### config.mk
export PLATFORM = sky130hd
export DESIGN_NAME = nested_cycle_profiler
export DESIGN_NICKNAME = d
export VERILOG_FILES = /design/src/rtl/ncp_pkg.sv /design/src/rtl/ncp_engine.sv /design/src/rtl/nested_cycle_profiler.sv
export VERILOG_INCLUDE_DIRS = /design/src /design/src/rtl
export SDC_FILE = /design/constraint.sdc
export NUM_CORES = 2
export LEC_CHECK = 0
export BUFFER_PORTS_ARGS = -buffer_cell sky130_fd_sc_hd__buf_2
export CAP_MARGIN = 20
export CORE_ASPECT_RATIO = 1.1
export CORE_MARGIN = 2
export CORE_UTILIZATION = 40
export CTS_CLUSTER_DIAMETER = 30
export DETAILED_ROUTE_END_ITERATION = 12
export MAX_ROUTING_LAYER = met4
export SLEW_MARGIN = 15
export SYNTH_ARGS = -nofsm -noshare
export SYNTH_HDL_FRONTEND = slang
export SYNTH_HIERARCHICAL = 1
export SYNTH_SLANG_ARGS = --single-unit
### constraint.sdc
create_clock -name clk -period 14.95 [get_ports clk]
set_input_delay 2.2425 -clock clk [delete_from_list [all_inputs] [get_ports clk]]
set_output_delay 2.2425 -clock clk [all_outputs]
set_load 0.005 [all_outputs]
### src/rtl/nested_cycle_profiler_defines.svh
// Assertion macros for the nested cycle profiler.
`ifndef NESTED_CYCLE_PROFILER_DEFINES_SVH
`define NESTED_CYCLE_PROFILER_DEFINES_SVH

`ifndef SYNTH

// Same-cycle implication, sampled on clk, disabled during reset.
`define NCP_ASSERT_IMP(lbl, ante, cons, msg) \
	lbl: assert property (@(posedge clk) disable iff (!arst_n) (ante) |-> (cons)) \
		else $error(msg);

// Next-cycle implication, sampled on clk, disabled during reset.
`define NCP_ASSERT_NEXT(lbl, ante, cons, msg) \
	lbl: assert property (@(posedge clk) disable iff (!arst_n) (ante) |=> (cons)) \
		else $error(msg);

`else

`define NCP_ASSERT_IMP(lbl, ante, cons, msg)

`define NCP_ASSERT_NEXT(lbl, ante, cons, msg)

`endif

`endif

### src/rtl/ncp_pkg.sv
// Shared types and constants of the nested cycle profiler.
package ncp_pkg;

	localparam int NUM_COUNTERS_DEF = 16;

	localparam int FUNC_W = 2;
	localparam int ID_W   = 8;
	localparam int OV_W   = 16;
	localparam int TIME_W = 64;
	localparam int ST_W   = 3;
	localparam int SID_W  = 4;
	localparam int ACC_W  = 32;

	localparam logic [FUNC_W-1:0] FN_REG   = 2'd0;
	localparam logic [FUNC_W-1:0] FN_UNREG = 2'd1;
	localparam logic [FUNC_W-1:0] FN_START = 2'd2;
	localparam logic [FUNC_W-1:0] FN_STOP  = 2'd3;

	localparam logic [ST_W-1:0] ST_OK    = 3'd0;
	localparam logic [ST_W-1:0] ST_RANGE = 3'd1;
	localparam logic [ST_W-1:0] ST_DUP   = 3'd2;
	localparam logic [ST_W-1:0] ST_UNREG = 3'd3;
	localparam logic [ST_W-1:0] ST_EMPTY = 3'd4;
	localparam logic [ST_W-1:0] ST_BUSY  = 3'd5;

	typedef struct packed {
		logic [TIME_W-1:0] now;
		logic [OV_W-1:0]   overhead;
		logic [ID_W-1:0]   counter_id;
		logic [FUNC_W-1:0] func;
	} item_t;

	typedef struct packed {
		logic [ACC_W-1:0]  stopped_overhead;
		logic [TIME_W-1:0] measured_cycles;
		logic [SID_W-1:0]  stopped_id;
		logic              measured_valid;
		logic [ST_W-1:0]   status;
	} result_t;

endpackage

### src/rtl/ncp_engine.sv
// Operation sequencer with the start-cycle, overhead and active-stack memories.
`include "nested_cycle_profiler_defines.svh"

module ncp_engine
	import ncp_pkg::*;
#(
	parameter int NUM_COUNTERS = NUM_COUNTERS_DEF
) (
	input  logic    clk,
	input  logic    arst_n,
	input  logic    item_valid,
	output logic    item_ready,
	input  item_t   item,
	output logic    res_valid,
	input  logic    res_ready,
	output result_t res
);

	localparam int CW = $clog2(NUM_COUNTERS);
	localparam int DW = $clog2(NUM_COUNTERS + 1);

	typedef enum logic [6:0] {
		S_IDLE   = 7'b0000001,
		S_DECODE = 7'b0000010,
		S_POPRD  = 7'b0000100,
		S_CNTRD  = 7'b0001000,
		S_SUB    = 7'b0010000,
		S_WALK   = 7'b0100000,
		S_DONE   = 7'b1000000
	} state_t;

	state_t                  state_q;
	item_t                   item_q;
	logic [NUM_COUNTERS-1:0] reg_flags_q;
	logic [NUM_COUNTERS-1:0] act_flags_q;
	logic [DW-1:0]           depth_q;
	logic [ST_W-1:0]         status_q;
	logic                    mvalid_q;
	logic [CW-1:0]           pop_id_q;
	logic [TIME_W-1:0]       diff_q;
	logic [TIME_W-1:0]       cycles_q;
	logic [ACC_W-1:0]        acc_q;
	logic [DW-1:0]           walk_n_q;
	logic [DW-1:0]           issue_q;
	logic                    v_s1;
	logic                    v_s2;
	logic [CW-1:0]           c_s2;

	logic [TIME_W-1:0] start_mem [NUM_COUNTERS];
	logic [ACC_W-1:0]  acc_mem   [NUM_COUNTERS];
	logic [CW-1:0]     stack_mem [NUM_COUNTERS];
	logic [TIME_W-1:0] start_rd_q;
	logic [ACC_W-1:0]  acc_rd_q;
	logic [CW-1:0]     stack_rd_q;

	logic [CW-1:0]     cid;
	logic              id_oor;
	logic              ov_nz;
	logic [DW-1:0]     depth_m1;
	logic [CW-1:0]     stack_raddr;
	logic              walk_more;
	logic [ST_W-1:0]   dec_status;
	logic              do_reg;
	logic              do_unreg;
	logic              do_start;
	logic              do_pop;
	logic              start_we;
	logic [TIME_W-1:0] start_wdata;
	logic              acc_we;
	logic [CW-1:0]     acc_waddr;
	logic [ACC_W-1:0]  acc_wdata;
	logic              stack_we;
	logic [ACC_W:0]    sat_sum;
	logic [ID_W-1:0]   pop_id8;

	assign cid       = item_q.counter_id[CW-1:0];
	assign id_oor    = {1'b0, item_q.counter_id} >= (ID_W+1)'(NUM_COUNTERS);
	assign ov_nz     = item_q.overhead != '0;
	assign depth_m1  = depth_q - DW'(1);
	assign walk_more = issue_q < walk_n_q;
	assign stack_raddr = (state_q == S_DECODE) ? depth_m1[CW-1:0] : issue_q[CW-1:0];
	assign sat_sum   = {1'b0, acc_rd_q} + (ACC_W+1)'(item_q.overhead);

	always_comb begin
		dec_status = ST_OK;
		do_reg     = 1'b0;
		do_unreg   = 1'b0;
		do_start   = 1'b0;
		do_pop     = 1'b0;
		case (item_q.func)
			FN_STOP: begin
				if (depth_q == '0) dec_status = ST_EMPTY;
				else do_pop = 1'b1;
			end
			default: begin
				if (id_oor) begin
					dec_status = ST_RANGE;
				end else begin
					case (item_q.func)
						FN_REG: begin
							if (reg_flags_q[cid]) dec_status = ST_DUP;
							else do_reg = 1'b1;
						end
						FN_UNREG: begin
							if (!reg_flags_q[cid]) dec_status = ST_UNREG;
							else do_unreg = 1'b1;
						end
						default: begin
							if (!reg_flags_q[cid]) dec_status = ST_UNREG;
							else if (act_flags_q[cid] || depth_q == DW'(NUM_COUNTERS))
								dec_status = ST_BUSY;
							else do_start = 1'b1;
						end
					endcase
				end
			end
		endcase
	end

	always_comb begin
		start_we    = 1'b0;
		start_wdata = item_q.now;
		acc_we      = 1'b0;
		acc_waddr   = cid;
		acc_wdata   = '0;
		stack_we    = 1'b0;
		if (state_q == S_DECODE) begin
			if (do_reg) begin
				start_we    = 1'b1;
				start_wdata = '0;
				acc_we      = 1'b1;
			end
			if (do_start) begin
				start_we  = 1'b1;
				acc_we    = 1'b1;
				acc_wdata = ACC_W'(ov_nz);
				stack_we  = 1'b1;
			end
		end else if (state_q == S_WALK && v_s2) begin
			acc_we    = 1'b1;
			acc_waddr = c_s2;
			acc_wdata = sat_sum[ACC_W] ? '1 : sat_sum[ACC_W-1:0];
		end
	end

	always_ff @(posedge clk) begin
		if (start_we) start_mem[cid] <= start_wdata;
		if (acc_we) acc_mem[acc_waddr] <= acc_wdata;
		if (stack_we) stack_mem[depth_q[CW-1:0]] <= cid;
		stack_rd_q <= stack_mem[stack_raddr];
		start_rd_q <= start_mem[stack_rd_q];
		acc_rd_q   <= acc_mem[stack_rd_q];
	end

	always_ff @(posedge clk or negedge arst_n) begin
		if (!arst_n) begin
			state_q     <= S_IDLE;
			reg_flags_q <= '0;
			act_flags_q <= '0;
			depth_q     <= '0;
			v_s1        <= 1'b0;
			v_s2        <= 1'b0;
			issue_q     <= '0;
			walk_n_q    <= '0;
		end else begin
			case (state_q)
				S_IDLE: begin
					if (item_valid) state_q <= S_DECODE;
				end
				S_DECODE: begin
					v_s1     <= 1'b0;
					v_s2     <= 1'b0;
					issue_q  <= '0;
					walk_n_q <= depth_q;
					if (do_reg) reg_flags_q[cid] <= 1'b1;
					if (do_unreg) reg_flags_q[cid] <= 1'b0;
					if (do_start) begin
						act_flags_q[cid] <= 1'b1;
						depth_q          <= depth_q + DW'(1);
					end
					if (do_pop) state_q <= S_POPRD;
					else if (do_start && ov_nz && depth_q != '0) state_q <= S_WALK;
					else state_q <= S_DONE;
				end
				S_POPRD: begin
					state_q <= S_CNTRD;
				end
				S_CNTRD: begin
					act_flags_q[pop_id_q] <= 1'b0;
					depth_q               <= depth_m1;
					state_q               <= S_SUB;
				end
				S_SUB: begin
					walk_n_q <= depth_q;
					issue_q  <= '0;
					v_s1     <= 1'b0;
					v_s2     <= 1'b0;
					state_q  <= (ov_nz && depth_q != '0) ? S_WALK : S_DONE;
				end
				S_WALK: begin
					v_s1 <= walk_more;
					v_s2 <= v_s1;
					if (walk_more) issue_q <= issue_q + DW'(1);
					if (!walk_more && !v_s1 && !v_s2) state_q <= S_DONE;
				end
				S_DONE: begin
					if (res_ready) state_q <= S_IDLE;
				end
				default: state_q <= S_IDLE;
			endcase
		end
	end

	always_ff @(posedge clk) begin
		c_s2 <= stack_rd_q;
		if (state_q == S_IDLE && item_valid) item_q <= item;
		if (state_q == S_DECODE) begin
			status_q <= dec_status;
			mvalid_q <= 1'b0;
		end
		if (state_q == S_POPRD) pop_id_q <= stack_rd_q;
		if (state_q == S_CNTRD) begin
			diff_q   <= item_q.now - start_rd_q;
			acc_q    <= acc_rd_q;
			mvalid_q <= 1'b1;
		end
		if (state_q == S_SUB) cycles_q <= diff_q - TIME_W'(acc_q);
	end

	assign pop_id8    = ID_W'(pop_id_q);
	assign item_ready = state_q == S_IDLE;
	assign res_valid  = state_q == S_DONE;

	always_comb begin
		res.status           = status_q;
		res.measured_valid   = mvalid_q;
		res.stopped_id       = mvalid_q ? pop_id8[SID_W-1:0] : '0;
		res.measured_cycles  = mvalid_q ? cycles_q : '0;
		res.stopped_overhead = mvalid_q ? acc_q : '0;
	end

	`NCP_ASSERT_IMP(a_depth_bound, 1'b1, depth_q <= DW'(NUM_COUNTERS), "stack depth beyond pool size")
	`NCP_ASSERT_IMP(a_active_count, state_q == S_IDLE, $countones(act_flags_q) == int'(depth_q), "active flags disagree with stack depth")
	`NCP_ASSERT_NEXT(a_accept_decode, item_valid && item_ready, state_q == S_DECODE, "accepted transaction not decoded")
	`NCP_ASSERT_IMP(a_measure_ok, res_valid && res.measured_valid, res.status == ST_OK, "measurement with error status")
	`NCP_ASSERT_IMP(a_walk_bound, state_q == S_WALK, issue_q <= walk_n_q, "overhead walk past stack depth")

endmodule

### src/rtl/nested_cycle_profiler.sv
// Nested cycle profiler top level: a pool of NUM_COUNTERS nestable stopwatches
// driven by register, unregister, start and stop transactions, one result per
// transaction. Input transactions are taken one at a time: register, unregister
// and rejected operations are decoded and then give their result. A start is
// decoded and, when its overhead is nonzero and at least one counter is active
// below it, runs the overhead walk. A stop is decoded, reads the popped id, then
// its start cycle and overhead, and subtracts; when its overhead is nonzero and
// at least one counter is still active below it, it then runs the overhead walk,
// which goes up the active stack from its bottom entry through the stack and
// overhead memories one entry per cycle. A result register lets the next
// transaction be accepted while the previous result waits on the output.
module nested_cycle_profiler
	import ncp_pkg::*;
#(
	parameter int NUM_COUNTERS = NUM_COUNTERS_DEF
) (
	input  logic         clk,
	input  logic         arst_n,
	input  logic         s_axis_tvalid,
	output logic         s_axis_tready,
	// func[1:0], counter_id[9:2], overhead[25:10], now[89:26], zero[95:90]
	input  logic [95:0]  s_axis_tdata,
	output logic         m_axis_tvalid,
	input  logic         m_axis_tready,
	// status[2:0], measured_valid[3], stopped_id[7:4], measured_cycles[71:8],
	// stopped_overhead[103:72]
	output logic [103:0] m_axis_tdata
);

	item_t   item;
	result_t res;
	result_t out_q;
	logic    res_valid;
	logic    res_ready;
	logic    out_full_q;

	assign item.func       = s_axis_tdata[1:0];
	assign item.counter_id = s_axis_tdata[9:2];
	assign item.overhead   = s_axis_tdata[25:10];
	assign item.now        = s_axis_tdata[89:26];

	ncp_engine #(
		.NUM_COUNTERS(NUM_COUNTERS)
	) u_engine (
		.clk       (clk),
		.arst_n    (arst_n),
		.item_valid(s_axis_tvalid),
		.item_ready(s_axis_tready),
		.item      (item),
		.res_valid (res_valid),
		.res_ready (res_ready),
		.res       (res)
	);

	assign res_ready = !out_full_q || m_axis_tready;

	always_ff @(posedge clk or negedge arst_n) begin
		if (!arst_n) begin
			out_full_q <= 1'b0;
		end else if (res_valid && res_ready) begin
			out_full_q <= 1'b1;
		end else if (m_axis_tready) begin
			out_full_q <= 1'b0;
		end
	end

	always_ff @(posedge clk) begin
		if (res_valid && res_ready) out_q <= res;
	end

	assign m_axis_tvalid = out_full_q;
	assign m_axis_tdata  = {out_q.stopped_overhead, out_q.measured_cycles, out_q.stopped_id,
		out_q.measured_valid, out_q.status};

endmodule
; ---- Word-level counts from Yosys, hierarchy flattened
; Memories as Yosys holds them, arrays and structs flattened. A register that Yosys moved wholly into a read port is not among the register bits.
; Index checks and enable logic that the tools add are counted.
[totals]
reg_bits = 423
latch_bits = 0
ram_bits = 1600
romBits = 0
output_inout_bits = 106
word_cells = 162
n_memories = 3
[memory_table]
columns = memory, depth, word_bits, rd, rd_ports_with_merged_regs, wr, line
row1 = u_engine.start_mem, 16, 64, 1, 1, 1, ncp_engine.sv:49  ; logic [TIME_W-1:0] start_mem [NUM_COUNTERS];
row2 = u_engine.acc_mem, 16, 32, 1, 1, 1, ncp_engine.sv:50  ; logic [ACC_W-1:0] acc_mem [NUM_COUNTERS];
row3 = u_engine.stack_mem, 16, 4, 1, 1, 1, ncp_engine.sv:51  ; logic [CW-1:0] stack_mem [NUM_COUNTERS];
[op_classes]
add_sub_neg = 6
mul = 0
div_mod_pow = 0
order_cmp = 6
eq_ne = 15
shifts = 0
mux = 73
bitwise_logic = 6
n_reduce_logical = 28
[ops]
columns = op, n
row1 = 64-bit two-way mux, 2
row2 = 32-bit two-way mux, 3
row3 = 16-bit two-way mux, 4
row4 = 64-bit by 32-bit subtractor with 64-bit output, 1
row5 = 64-bit subtractor, 1
row6 = 7-bit one-hot mux with 7 select lines, 1
row7 = 7-bit two-way mux, 6
row8 = 1-bit two-way mux, 35
row9 = 32-bit by 16-bit adder with 33-bit output, 1
row10 = 16-bit bitwise AND, 2
row11 = 16-bit NOT, 2
row12 = 16-bit bitwise OR, 2
row13 = 16-bit one-hot mux with 2 select lines, 1
row14 = 5-bit one-hot mux with 2 select lines, 2
row15 = 16-bit nonzero test, 1
row16 = 3-bit two-way mux, 5
row17 = 4-bit two-way mux, 3
row18 = "5-bit by 1-bit adder with 5-bit output, second input constant", 2
row19 = 1-bit logical AND, 10
row20 = "4-bit by 5-bit less-than comparator with 1-bit output, second input constant", 2
row21 = 5-bit two-way mux, 2
row22 = 1-bit binary-select mux with 4-bit select, 2
row23 = 1-bit demux with 4-bit select, 2
row24 = "4-bit by 1-bit >= comparator with 1-bit output, second input constant", 2
row25 = 27 further kinds, 40

; ---- Depth between registers and ports, before layout
[depth]
ltp_word = 13
mapped_depth = 14
ltp_nobuf = 13

; ---- Modules after synthesis
; Netlist, hierarchy kept.
[modules_own_cells]
columns = module, n_inst, cells_each, area_per_inst_um2, seq_area_each_um2
row1 = ncp_engine, 1, 4397, 81877.3, 59268.1
row2 = nested_cycle_profiler, 1, 108, 3176.8, 3148.0

; ---- Worst setup path before layout
; Ideal clock, no wire load.
[synth_timing]
kind = reg2reg
start = register u_engine.item_q, in the netlist u_engine/cid[0]
end = memory u_engine.start_mem[8][0], enable pin
setup_ns = 0.565
arrival_time_ns = 6.943
t_required_ns = 14.385
path_slack_ns = 7.443
path_stages_with_launch = 11
n_path_buf = 3
synth_period_minus_slack_ns = 7.507
cell_sequence = edfxtp_1 buf_6 mux4_2 mux4_2 a31oi_2 and4b_4 and2_1 buf_6 nor2_4 buf_6 nor3_1
[synth_via]
elab_chain_len = 12
word_cells_on_any_way = 20
classes_between = order compare: 1 / mux: 18 / reduce/logical: 1
[synth_rtl]
columns = element, line
row1 = "start, declared", ncp_engine.sv:33  ; item_t item_q;
row2 = "start signal, assigned", ncp_engine.sv:216  ; if (state_q == S_IDLE && item_valid) item_q <= item;
row3 = 1-bit binary-select mux with 4-bit select, ncp_engine.sv:110  ; else if (act_flags_q[cid] || depth_q == DW'(NUM_COUNTERS))
row4 = 1-bit two-way mux (not written as such), ncp_engine.sv:110
row5 = 1-bit logical OR, ncp_engine.sv:110
row6 = 1-bit two-way mux, ncp_engine.sv:110
row7 = 1-bit two-way mux, ncp_engine.sv:109  ; if (!reg_flags_q[cid]) dec_status = ST_UNREG;
row8 = 1-bit two-way mux, ncp_engine.sv:99  ; case (item_q.func)
row9 = 1-bit two-way mux, ncp_engine.sv:96  ; if (id_oor) begin
row10 = 1-bit two-way mux, ncp_engine.sv:90  ; case (item_q.func)
row11 = 1-bit two-way mux, ncp_engine.sv:133  ; if (do_start) begin
row12 = 1-bit two-way mux, ncp_engine.sv:127  ; if (state_q == S_DECODE) begin
row13 = 1-bit two-way mux, ncp_engine.sv:147  ; if (start_we) start_mem[cid] <= start_wdata;
row14 = 1-bit two-way mux (not written as such), ncp_engine.sv:147
row15 = "end, declared", ncp_engine.sv:49
; Parallel ways exist; a longest one is shown, timed or not. The select of a mux whose other input is x is not followed.

; ---- Worst setup path after layout
[layout_timing]
start = register u_engine.item_q, in the netlist u_engine/cid[0]
end = memory u_engine.start_mem[13][49], enable pin
; Same word-level chain as after synthesis.

==> qor.yml <==
status: "complete, no violations"
arrival_ps: 5890
antenna_found_initial: 13
routed_wl_um: 219300
yosysWarnings: 6
drive_gt1_share_pct: 28.54
clkLatencyLatePin_ps: 960
cts_made_buffers: 411
pre_cts_ws_ps: 9601
synth_top_area_share_pct: 69.23
crit_fanout: 42
grt_pass1_vias: 45300
max-slew-margin-rel_pct: 24.19
ys_seq_elements: 2123
dieHeight_um: 487.6
grt_pass1_wl_um: 315800
drv_slew: 0
synth_commonest_cells: "edfxtp_1 (1,961), mux4_2 (506), a21oi_1 (188), nor2_1 (160), nand2_1 (155)"
fp.coreArea_um2: 211500
synth_edf_count: 1961
tightest_slew_ps: 1137
hpwlAfterDp_um: 126500
vdd_drop_max_mv: 0.1367
worst_slack_ps: 9584
postCtsSetupRepairBufs: 0
dr.pass1.iters: 6
syn_area_um2: 85050
syn_nets: 4729
synth_cell_type_count: 83
portBuffers: 199
drtAntennaViolNets: 0
synth.most_common_cell: "edfxtp_1"
ctsHtreeMaxLevel: 5
die-area_um2: 216300
place.gp.congestion: 0.8702
hold_class: "reg -> reg"
cp.required_ps: 15470
dr_total_vias: 44970
start_kind: "register"
syn_to_final_growth_pct: 21.81
synth-async-reset-ratio_pct: 2.685
io_pins: 206
drv_cap: 0
row_count: 177
die_w_um: 443.7
yosysTopAreaCell: "edfxtp_1"
rsz0062_at_grt: "false"
root_buffer: "clkbuf_16"
clock-sinks: 2123
p_leak_nw: 34.15
synth_cells: 4505
fin_hold_ws_ps: 447.9
grt-ovfl-total: 0
finalSetupViolCount: 0
max_freq_ghz: 0.1864
synth_ff_type: "edfxtp_1"
ys_top_cells_by_area: "edfxtp_1 (69%), mux4_2 (13%), dfxtp_1 (2.5%)"
min_period_ps: 5366
clk_path_buf_depth: 4
drc_errors: 0
power_density_nw_per_um2: 184.2
wl_per_cell_um: 26.92
start_util_pct: 40.22
endpoint_kind: "register"
finClkSkew_ps: 100.3
via_per_inst: 5.520
path_class: "reg -> reg"
layout.nets: 5254
cts_tree: "done"
dr.first_iter.drc_count: 4579
clk_pin_slew_worst_paths_ps: 50
min_period_over_period_pct: 35.89
setup_tns_ps: 0
syn_area_per_cell_um2: 18.88
seq_area_frac_synth_pct: 73.38
grt_max_degree: 72
hold_viol_final: 0
cts_resized: 0
cts_hold_buf: 0
grt_use_total_pct: 20.69
## final timing paths
| path | depth (start not counted) | slack (ps) | start | to |
|---|---|---|---|---|
| max in group asynchronous | 2 | 12950 | arst_n | u_engine/reg_flags_q[9] |
| worst min register to register | 0 | 450 | u_engine/acc_rd_q[8] | u_engine/acc_q[8] |
| worst max-delay path | 9 | 9580 | u_engine/cid[0] | u_engine/start_mem[13][49] |
| min in group asynchronous | 2 | 1460 | arst_n | u_engine/v_s1 |
| worst min-delay path | 0 | 450 | u_engine/acc_rd_q[8] | u_engine/acc_q[8] |
| worst max register to register | 9 | 9580 | u_engine/cid[0] | u_engine/start_mem[13][49] |
## cells in the final DEF (no fill, tap or decap), drive strengths merged, types with 5 or more instances in the layout
cell type	n
o21a	19
o211ai	9
o2111ai	6
nand3	58
a21o	54
clkinv	135
or3	13
dfxtp	105
nor3b	7
o31ai	10
buf	303
and2	114
xor2	69
mux2i	9
and3	16
nand2b	26
nor2	161
nand4	24
dfrtp	56
clkinvlp	43
inv	170
a21oi	190
or2	10
mux4	506
a31oi	19
a211oi	10
bufinv	55
edfxtp	1961
ha	121
nor3	47
o21bai	23
nor2b	85
diode	5
clkbuf	493
o21ai	121
xnor2	82
nand2	156
a2111oi	5
nor4	15
## stage by stage
step	cells	total power, W	instance area, um2	util, %
6_report	8146	0.01908	103600	48.99
5_1_grt	8142	0.01977	103600	48.98
4_1_cts	8123	0.01921	103500	48.92
3_5_place_dp	7373	0.01014	89700	42.41
3_3_place_gp	7373	0.01012	89690	42.41
2_1_floorplan	4505	0.009208	85050	-
## state kept, by name, indices dropped and copies added, names as in the netlist, 4 cells and up, named ones only
name and count:
m_axis_tdata 104, u_engine/acc_mem 512, u_engine/acc_q 32, u_engine/acc_rd_q 32
u_engine/act_flags_q 16, u_engine/c_s2 4, u_engine/cid 4, u_engine/cycles_q 64
u_engine/depth_q 5, u_engine/diff_q 64, u_engine/issue_q 5, u_engine/item_q 86
u_engine/pop_id_q 4, u_engine/reg_flags_q 15, u_engine/stack_mem 64, u_engine/stack_rd_q 4
u_engine/start_mem 1024, u_engine/start_rd_q 64, u_engine/state_q 7, u_engine/walk_n_q 5
## kinds of logic (layout without fill, tap and decap cells)
group	after synthesis	after routing	synth area share [%]
DFF	2123	2123	73.38
buffers and inverters	337	1199	1.527
other	0	5	0
muxes	519	519	13.56
and+or+nand+nor	751	751	4.549
adders and majority gates	124	124	1.851
xor gates and xnor gates	151	151	1.555
AOI/OAI and AO/OA	500	500	3.578
## final cells by class
cell class	count	area (um2)
Clock inverter	261	2983
Timing Repair Buffer	307	1804
Tap cell	2774	3471
Multi-Input combinational cell	2045	21590
Sequential cell	2123	62430
Antenna cell	5	12.51
Inverter	142	535.5
Fill cell	17090	107900
Clock buffer	489	10770
## per-layer routing
metal	vias up	GRT usage (%)	share of wire, %	routed length, um
met3	375	3.510	6.1	13460
met1	23640	27.92	43	94080
met5	-	-	0	0
met4	0	6.455	2.9	6327
met2	1713	32.26	48	105400
li1	19240	-	-	-
## worst max-delay path, cell delays in order, from the launching register on
cell and delay [ps]:
edfxtp_1 320, buf_4 400, mux4_2 590, mux4_2 620, nor3_4 210, buf_4 620
nor2_4 370, nor3_2 230, buf_4 710, buf_4 720
## where the power goes
part / total [W] / internal, W / leakage [nW] / switching [W]
registers: 0.00715 / 0.00693 / 18.2 / 0.000227
clock network: 0.00904 / 0.00607 / 6.64 / 0.00297
logic: 0.00288 / 0.00119 / 9.33 / 0.00169
(Power assumes the default switching activity.)
